## src/rtl/pal_pkg.sv

```systemverilog
// shared types and constants for the pending alarm list
package pal_pkg;

  localparam int ENTRIES = 8;
  localparam int CODE_W  = 16;
  localparam int GRP_LSB = 8;
  localparam int CNT_W   = $clog2(ENTRIES + 1);
  localparam int OUT_CNT_W = 4;

  // operation codes of an input word
  typedef enum logic [2:0] {
    OP_ADD  = 3'd0,
    OP_DEL  = 3'd1,
    OP_DGRP = 3'd2,
    OP_GET  = 3'd3,
    OP_CLR  = 3'd4,
    OP_POLL = 3'd5
  } op_t;

  // sequencer states
  typedef enum logic {
    ST_IDLE = 1'b0,
    ST_EXEC = 1'b1
  } st_t;

  // broadcast lookup command, read by every cell
  typedef struct packed {
    logic [CODE_W-1:0] code;
    logic              grp_mode;
    logic              get_en;
  } cmd_t;

  // broadcast update actions, decided from the end of the chain
  typedef struct packed {
    logic remove_en;
    logic clr_marks;
    logic add_en;
    logic clear_all;
  } act_t;

  // ripple link handed from each cell to the next one
  typedef struct packed {
    logic              hit;
    logic              rm_ann;
    logic              taken;
    logic [CODE_W-1:0] gcode;
    logic              prev_valid;
  } link_t;

  // contents of one cell, handed to the left neighbor on removal
  typedef struct packed {
    logic [CODE_W-1:0] code;
    logic              ann;
    logic              valid;
  } ent_t;

  // entry count masked to the result field width
  function automatic logic [OUT_CNT_W-1:0] mask_count(input logic [CNT_W-1:0] cnt);
    logic [31:0] wide;
    wide = 32'(cnt);
    return wide[OUT_CNT_W-1:0];
  endfunction

endpackage

```

## src/rtl/pal_cell.sv

```systemverilog
// one list entry cell: code, announced mark and valid bit with neighbor links
module pal_cell (
  input  logic          clk,
  input  logic          rst_n,
  input  pal_pkg::cmd_t  cmd,
  input  pal_pkg::act_t  act,
  input  pal_pkg::link_t lnk_i,
  output pal_pkg::link_t lnk_o,
  input  pal_pkg::ent_t  right_i,
  output pal_pkg::ent_t  ent_o
);

  logic [pal_pkg::CODE_W-1:0] code_r, code_nxt;
  logic ann_r, ann_nxt;
  logic vld_r, vld_nxt;
  logic match_exact, match_grp, match, shift, avail;

  // match against the command code, full or by group byte
  always_comb begin
    match_exact = vld_r && (code_r == cmd.code);
    match_grp   = vld_r && (code_r[pal_pkg::CODE_W-1:pal_pkg::GRP_LSB] ==
                            cmd.code[pal_pkg::CODE_W-1:pal_pkg::GRP_LSB]);
    match       = cmd.grp_mode ? match_grp : match_exact;
    shift       = act.remove_en && (lnk_i.hit || match);
    avail       = vld_r && !ann_r && !lnk_i.taken;
  end

  // link toward the next cell
  always_comb begin
    lnk_o.hit        = lnk_i.hit || match;
    lnk_o.rm_ann     = lnk_i.hit ? lnk_i.rm_ann : (match && ann_r);
    lnk_o.taken      = lnk_i.taken || (vld_r && !ann_r);
    lnk_o.gcode      = avail ? code_r : lnk_i.gcode;
    lnk_o.prev_valid = vld_r;
  end

  assign ent_o = '{code: code_r, ann: ann_r, valid: vld_r};

  // next cell contents
  always_comb begin
    code_nxt = code_r;
    ann_nxt  = ann_r;
    vld_nxt  = vld_r;
    if (act.clear_all) begin
      vld_nxt = 1'b0;
      ann_nxt = 1'b0;
    end else if (shift) begin
      code_nxt = right_i.code;
      ann_nxt  = right_i.ann;
      vld_nxt  = right_i.valid;
    end else if (act.add_en && !vld_r && lnk_i.prev_valid) begin
      code_nxt = cmd.code;
      ann_nxt  = 1'b0;
      vld_nxt  = 1'b1;
    end else if (cmd.get_en && avail) begin
      ann_nxt = 1'b1;
    end
    if (act.clr_marks) begin
      ann_nxt = 1'b0;
    end
  end

  // control bits
  always_ff @(posedge clk) begin
    if (!rst_n) begin
      ann_r <= 1'b0;
      vld_r <= 1'b0;
    end else begin
      ann_r <= ann_nxt;
      vld_r <= vld_nxt;
    end
  end

  // stored code
  always_ff @(posedge clk) begin
    code_r <= code_nxt;
  end

endmodule

```

## src/rtl/pending_alarm_list.sv

```systemverilog
// pending alarm list top level: command sequencer, entry count and cell row
//
// Usage: a command word (in_operation, in_alarm_code_in) is taken at a
// rising edge where start is high and busy is low. The block holds an
// ordered, compacted list of alarm codes in a row of cells; each cell
// compares its own entry and, on a removal, takes its right neighbor's
// entry so the list stays packed.
// Every command returns exactly one result word, shown for one cycle
// with out_valid high; the receiver cannot stall it.
// Busy is high in the execute state entered at the accepting edge, and the
// result is registered and shown in the cycle after the last execute cycle;
// the next command can be taken while the result is shown. Group delete
// removes one matching entry per execute cycle until nothing matches.
// The per-cycle work is set by the ripple chain through the cell row.
// Reset (rst_n low, synchronous) empties the list, clears every announced
// mark and the emptied flag, and drops busy and out_valid.
module pending_alarm_list (
  input  logic                                 clk,
  input  logic                                 rst_n,
  input  logic                                 start,
  output logic                                 busy,
  input  logic [2:0]                           in_operation,
  input  logic [pal_pkg::CODE_W-1:0]           in_alarm_code_in,
  output logic                                 out_valid,
  output logic [pal_pkg::CODE_W-1:0]           out_alarm_code_out,
  output logic                                 out_alarm_found,
  output logic                                 out_list_emptied,
  output logic [pal_pkg::OUT_CNT_W-1:0]        out_entry_count
);

  pal_pkg::st_t state_r, state_nxt;
  logic [2:0] op_r;
  logic [pal_pkg::CODE_W-1:0] code_r;
  logic [pal_pkg::CNT_W-1:0] count_r, count_nxt;
  logic flag_r, flag_nxt;
  logic done;

  logic out_valid_r;
  logic [pal_pkg::CODE_W-1:0] res_code_r, res_code_nxt;
  logic res_found_r, res_found_nxt;
  logic res_empt_r, res_empt_nxt;
  logic [pal_pkg::OUT_CNT_W-1:0] res_cnt_r;

  pal_pkg::cmd_t cmd;
  pal_pkg::act_t act;
  pal_pkg::link_t lnk [pal_pkg::ENTRIES+1];
  pal_pkg::ent_t  ent [pal_pkg::ENTRIES+1];
  logic [pal_pkg::ENTRIES-1:0] vld_vec;
  logic full, any_hit;

  // row of cells
  assign lnk[0] = '{hit: 1'b0, rm_ann: 1'b0, taken: 1'b0, gcode: '0, prev_valid: 1'b1};
  assign ent[pal_pkg::ENTRIES] = '{code: '0, ann: 1'b0, valid: 1'b0};

  for (genvar i = 0; i < pal_pkg::ENTRIES; i++) begin : g_cell
    pal_cell u_cell (
      .clk     (clk),
      .rst_n   (rst_n),
      .cmd     (cmd),
      .act     (act),
      .lnk_i   (lnk[i]),
      .lnk_o   (lnk[i+1]),
      .right_i (ent[i+1]),
      .ent_o   (ent[i])
    );
    assign vld_vec[i] = ent[i].valid;
  end

  assign full    = (count_r == pal_pkg::CNT_W'(pal_pkg::ENTRIES));
  assign any_hit = lnk[pal_pkg::ENTRIES].hit;
  assign busy    = (state_r == pal_pkg::ST_EXEC);

  // lookup command to the cells
  always_comb begin
    cmd.code     = code_r;
    cmd.grp_mode = (op_r == pal_pkg::OP_DGRP);
    cmd.get_en   = busy && (op_r == pal_pkg::OP_GET);
  end

  // actions, counts and result of the execute cycle
  always_comb begin
    act          = '0;
    count_nxt    = count_r;
    flag_nxt     = flag_r;
    done         = 1'b0;
    res_code_nxt = '0;
    res_found_nxt = 1'b0;
    res_empt_nxt = 1'b0;
    if (busy) begin
      done = 1'b1;
      case (pal_pkg::op_t'(op_r))
        pal_pkg::OP_ADD: begin
          if (!full) begin
            flag_nxt = 1'b0;
            if (!any_hit) begin
              act.add_en = 1'b1;
              count_nxt  = count_r + pal_pkg::CNT_W'(1);
            end
          end
        end
        pal_pkg::OP_DEL, pal_pkg::OP_DGRP: begin
          if (any_hit) begin
            act.remove_en = 1'b1;
            act.clr_marks = lnk[pal_pkg::ENTRIES].rm_ann;
            count_nxt     = count_r - pal_pkg::CNT_W'(1);
            if (count_r == pal_pkg::CNT_W'(1)) begin
              flag_nxt = 1'b1;
            end
            // group delete keeps going until nothing matches
            if (op_r == pal_pkg::OP_DGRP) begin
              done = 1'b0;
            end
          end
        end
        pal_pkg::OP_GET: begin
          res_found_nxt = lnk[pal_pkg::ENTRIES].taken;
          res_code_nxt  = lnk[pal_pkg::ENTRIES].taken ? lnk[pal_pkg::ENTRIES].gcode : '0;
        end
        pal_pkg::OP_CLR: begin
          act.clear_all = 1'b1;
          count_nxt     = '0;
        end
        pal_pkg::OP_POLL: begin
          res_empt_nxt = flag_r;
          flag_nxt     = 1'b0;
        end
        default: begin
        end
      endcase
    end
  end

  // next state
  always_comb begin
    state_nxt = state_r;
    case (state_r)
      pal_pkg::ST_IDLE: begin
        if (start) state_nxt = pal_pkg::ST_EXEC;
      end
      pal_pkg::ST_EXEC: begin
        if (done) state_nxt = pal_pkg::ST_IDLE;
      end
      default: state_nxt = pal_pkg::ST_IDLE;
    endcase
  end

  // control registers
  always_ff @(posedge clk) begin
    if (!rst_n) begin
      state_r     <= pal_pkg::ST_IDLE;
      count_r     <= '0;
      flag_r      <= 1'b0;
      out_valid_r <= 1'b0;
    end else begin
      state_r     <= state_nxt;
      count_r     <= count_nxt;
      flag_r      <= flag_nxt;
      out_valid_r <= done;
    end
  end

  // captured command word and result word
  always_ff @(posedge clk) begin
    if (start && !busy) begin
      op_r   <= in_operation;
      code_r <= in_alarm_code_in;
    end
    if (done) begin
      res_code_r  <= res_code_nxt;
      res_found_r <= res_found_nxt;
      res_empt_r  <= res_empt_nxt;
      res_cnt_r   <= pal_pkg::mask_count(count_nxt);
    end
  end

  assign out_valid          = out_valid_r;
  assign out_alarm_code_out = res_code_r;
  assign out_alarm_found    = res_found_r;
  assign out_list_emptied   = res_empt_r;
  assign out_entry_count    = res_cnt_r;

  // the count follows the number of valid cells
  a_count_matches: assert property (@(posedge clk) disable iff (!rst_n)
    $countones(vld_vec) == int'(count_r))
    else $error("entry count differs from occupied cells");

  a_count_bound: assert property (@(posedge clk) disable iff (!rst_n)
    count_r <= pal_pkg::CNT_W'(pal_pkg::ENTRIES))
    else $error("entry count above capacity");

  a_strobe_after_exec: assert property (@(posedge clk) disable iff (!rst_n)
    out_valid |-> $past(state_r == pal_pkg::ST_EXEC))
    else $error("result strobe without an execute cycle");

  a_found_from_get: assert property (@(posedge clk) disable iff (!rst_n)
    (out_valid && out_alarm_found) |-> $past(op_r == pal_pkg::OP_GET))
    else $error("alarm found on a command other than get next");

  a_emptied_from_poll: assert property (@(posedge clk) disable iff (!rst_n)
    (out_valid && out_list_emptied) |-> $past(op_r == pal_pkg::OP_POLL))
    else $error("emptied report on a command other than poll");

endmodule

```

## config.mk

```make
export PLATFORM = sky130hd
export DESIGN_NAME = pending_alarm_list
export DESIGN_NICKNAME = d
export VERILOG_FILES = /design/src/rtl/pal_pkg.sv /design/src/rtl/pal_cell.sv /design/src/rtl/pending_alarm_list.sv
export SDC_FILE = /design/constraint.sdc
export NUM_CORES = 1
export LEC_CHECK = 0
export BUFFER_PORTS_ARGS = -buffer_cell sky130_fd_sc_hd__buf_2
export CORE_MARGIN = 2
export CORE_UTILIZATION = 62
export CTS_CLUSTER_SIZE = 12
export DETAILED_ROUTE_END_ITERATION = 12
export PLACE_DENSITY = 0.8
export SETUP_SLACK_MARGIN = 0.15
export SLEW_MARGIN = 0
export SYNTH_ARGS = -nofsm -noshare
export SYNTH_HDL_FRONTEND = slang
export SYNTH_SLANG_ARGS = --single-unit
```

## constraint.sdc

```tcl
create_clock -name clk -period 4.8 [get_ports clk]
set_input_delay 0.48 -clock clk [delete_from_list [all_inputs] [get_ports clk]]
set_output_delay 0.48 -clock clk [all_outputs]
set_load 0.01 [all_outputs]
```

==> impl_metrics.csv <==
group,metric,value,unit
outcome,status,"complete, no violations",
global_routing,grt_pass1_vias,7239,
floorplanning,core,0.0167,sq mm
pwr,leakage,0.00403,uW
final_layout,layout.nets,938,
setup_path,endpoint,"g_cell[5].u_cell.code_r[0]$_DFFE_PP_",
timing,finClkSkew,0.0152,ns
timing,max_freq,0.255,GHz
setup_path,cp.required,4.88,ns
drt,firstDrtPassIters,5,
pwr,power.density,309,mW/mm^2
setup_path,ff2ff_path_depth,9,
yosys,syn_inst,899,
pwr,p_comb_share,5.5,%
final_layout,stdcell_area,0.0116,sq mm
drt,routed_via_density,6.49,
drt,avgRoutedWirePerCell,22.3,um
setup_path,end_kind,"flop",
clocking,postCtsSetupRepairBufs,0,
global_routing,antenna_found_initial,0,
pwr,cell_internal_pwr,2740,uW
setup_path,cp_max_fo,16,
yosys,synth_edf_count,169,
drt,wl,25600,um
timing,period_needed,3.93,ns
final_layout,multi_input_area,0.00476,sq mm
setup_path,r2r-end,"g_cell[5].u_cell.code_r[0]$_DFFE_PP_",
pwr,swShare,23.5,%
yosys,synth-async-reset-ratio,0,%
floorplanning,die_area,0.0182,sq mm
worst_hold_path,hp-class,"in -> reg",
placed_design,placed_area,0.0110,sq mm
global_routing,grt_max_degree,25,
timing,whs,0.202,ns
drt,drc,0,
clocking,clk_latency,0.45,ns
floorplanning,initial_core_util,63.7,%
timing,drv_slew,0,
timing,fin_setup_tns,0,ns
floorplanning,die_height,135,um
timing,fin_crit_sh,81.8,%
floorplanning,rows,47,
placed_design,place.gp.congestion,0.914,
floorplanning,ioPinCount,46,
clocking,cts-hold-fix-buffers,0,
floorplanning,die_x,135,um
global_routing,grt_overflow_total,0,
clocking,clock-root-buffer,"clkbuf_16",
job,cap_viol_max_count,0,
drt,final_antenna_net_count,0,
yosys,synth.avg_cell_area,11.8,sq um
timing,grt_setup_unrepaired,"no",
setup_path,worstSetupPathType,"reg -> reg",
clocking,numCtsBuffers,17,
pwr,pwr-share-clk,41.6,%
setup_path,cp-start-kind,"flop",
clocking,cts_buffer_depth,2,
yosys,yosysSeqAreaShare,52.0,%
pwr,p_total,3580,uW
setup_path,crit_arrival,4.00,ns
placed_design,portBuffers,45,
worst_hold_path,min-delay-start,"in_alarm_code_in[15]",
yosys,synth_ff_type,"edfxtp_1",
pwr,max-vdd-ir-drop,0.272,mV
drt,drtIter0Drc,890,
yosys,ys_ff_latch,192,
final_layout,diodes,0,
final_layout,seqCellArea,0.00554,sq mm
clocking,htree_num_levels,4,
timing,tightest_slew,1.31,ns
clocking,worst_setup_hold_path_clk_slew,0.08,ns
final_layout,area_growth,8.95,%
timing,slew_headroom,11.6,%
pwr,netSwitchingPower,843,uW
timing,hold_viol,0,
setup_path,regToRegSetupSlack,0.87,ns
yosys,syn_area,0.0106,sq mm
placed_design,post-dp-hpwl,18000,um
final_layout,drive_gt1_share,24.3,%
clocking,cts_tree,"done",
setup_path,timing.rr.start,"code_r[3]$_DFFE_PP_",
clocking,cts_resized,0,
yosys,yosys_warnings,0,
timing,finalSetupViolations,0,
global_routing,grt_first_pass_wirelength,39900,um
setup_path,cp-startpoint,"code_r[3]$_DFFE_PP_",
global_routing,grt_use_total,28.8,%
drt,num_vias,7434,
pwr,p_seq_share,52.9,%
final_layout,fill_cells,1223,
clocking,clock_sinks,192,
yosys,syn_nets,924,
yosys,synthDistinctLibCells,60,
[registers in the layout, summed over array words and instances (netlist names)]
signal,count
g_cell.u_cell.code_r,128
flag_r,1
code_r,16
out_alarm_found,1
out_entry_count,4
busy,1
g_cell.u_cell.vld_r,8
out_valid,1
count_r,4
op_r,3
out_list_emptied,1
out_alarm_code_out,16
g_cell.u_cell.ann_r,8
[worst min path at each step]
| stage | slack, ns | end | cells past startpoint |
|---|---|---|---|
| after CTS | 0.19 | code_r[4]$_DFFE_PP_ | 1 |
| after global routing | 0.19 | code_r[15]$_DFFE_PP_ | 1 |
| after detailed placement | 0.52 | flag_r$_SDFFE_PN0P_ | 1 |
| final | 0.20 | code_r[15]$_DFFE_PP_ | 1 |
| after global placement | 0.51 | count_r[1]$_SDFF_PN0_ | 2 |
| after floorplan | 0.48 | count_r[1]$_SDFF_PN0_ | 2 |
[per-stage QoR]
| step | worst slack [ns] | instances | utilization [%] |
|---|---|---|---|
| 6_report | 0.874 | 1146 | 69.4 |
| 5_1_grt | 0.571 | 1146 | 69.4 |
| 4_1_cts | 0.838 | 1146 | 69.4 |
| 3_5_place_dp | 0.910 | 1114 | 65.7 |
| 3_3_place_gp | 1.05 | 1114 | 65.7 |
| 2_1_floorplan | 0.856 | 899 | - |
[cell type report]
class	instances	share of cell area, %
clock buffer	17	3.67
tap	220	2.38
clock inverter	15	1.65
timing repair buffer	63	3.11
multi-input combinational	629	41.1
inverter	10	0.324
sequential	192	47.8
[worst max-delay path: stages, from the launching register on]
cell and delay (ns):
edfxtp_1 0.84, xor2_1 0.23, nor4_1 0.10, a21oi_1 0.32
or4_1 0.28, o2111ai_2 0.23, nor3_2 0.54, nand2_1 0.13
or2_2 0.30, nand2_1 0.57
[power by group through the flow]
stage	combinational (uW)	sequential, uW	clock [uW]
after CTS	196	1890	1500
after detailed placement	193	1930	0
after global placement	189	1930	0
after global routing	213	1900	1550
after floorplan	183	1890	0
final	196	1890	1490
[cells by family (layout without fill, tap and decap cells)]
logic type               Yosys count  after routing  synth area share [%]
AND/OR/NAND/NOR                  242            242                  11.8
flip-flops                       192            192                  52.0
AO/OA/AOI/OAI                    138            138                  9.14
XOR/XNOR                         129            129                  10.6
multiplexers                     117            117                  12.6
buffers and inverters             78            105                  3.42
adder cells (fa/ha/maj)            3              3                 0.353
[routing by layer]
layer / up-vias / wire length [um] / GRT usage [%]
met4: 0 / 761 / 11.3
met2: 318 / 12700 / 47.7
li1: 3375 / - / -
met1: 3679 / 10600 / 38.1
met3: 62 / 1550 / 4.88
met5: - / 0 / 0
[synthesized netlist by cell type (2+ instances only)]
cell | count | area share [%]
dfxtp_1 | 23 | 4.3
mux2_4 | 8 | 1.1
nor4_1 | 12 | 0.71
xnor2_1 | 83 | 6.8
o221a_2 | 2 | 0.21
nand3_1 | 17 | 0.80
clkbuf_1 | 33 | 1.2
mux2_2 | 104 | 11
mux2i_1 | 5 | 0.47
inv_1 | 10 | 0.35
o31ai_1 | 3 | 0.21
nand2_1 | 60 | 2.1
nand3b_1 | 6 | 0.42
nor3_1 | 17 | 0.80
a221o_1 | 2 | 0.19
nor2_1 | 40 | 1.4
or2_2 | 5 | 0.29
a211oi_1 | 6 | 0.42
and3_1 | 5 | 0.29
or3_1 | 5 | 0.29
nand4_1 | 27 | 1.6
nor2b_1 | 7 | 0.41
o21ai_0 | 14 | 0.66
or4_1 | 3 | 0.21
o211ai_1 | 5 | 0.35
ha_1 | 3 | 0.35
nand2b_1 | 4 | 0.24
nor3b_1 | 2 | 0.14
a22oi_1 | 12 | 0.85
edfxtp_1 | 169 | 48
o22ai_1 | 4 | 0.24
a22o_1 | 11 | 0.91
buf_4 | 4 | 0.28
xor2_1 | 46 | 3.8
a21boi_0 | 2 | 0.14
a21oi_1 | 49 | 2.3
a222oi_1 | 17 | 1.6
buf_2 | 27 | 1.3
and2_1 | 24 | 1.4
buf_6 | 3 | 0.32
[layout by cell type (no fill, tap or decap), drive strengths merged, types with 15 or more instances in the layout]
cell and instances:
xnor2 83, nor2 41, dfxtp 23, a222oi 17, nand4 27, o21ai 15
nor3 17, and2 25, buf 63, edfxtp 169, clkbuf 17, nand2 60
xor2 46, nand3 17, mux2 112, a21oi 49, inv 17
Note: power is estimated with default switching activity, not from simulation.
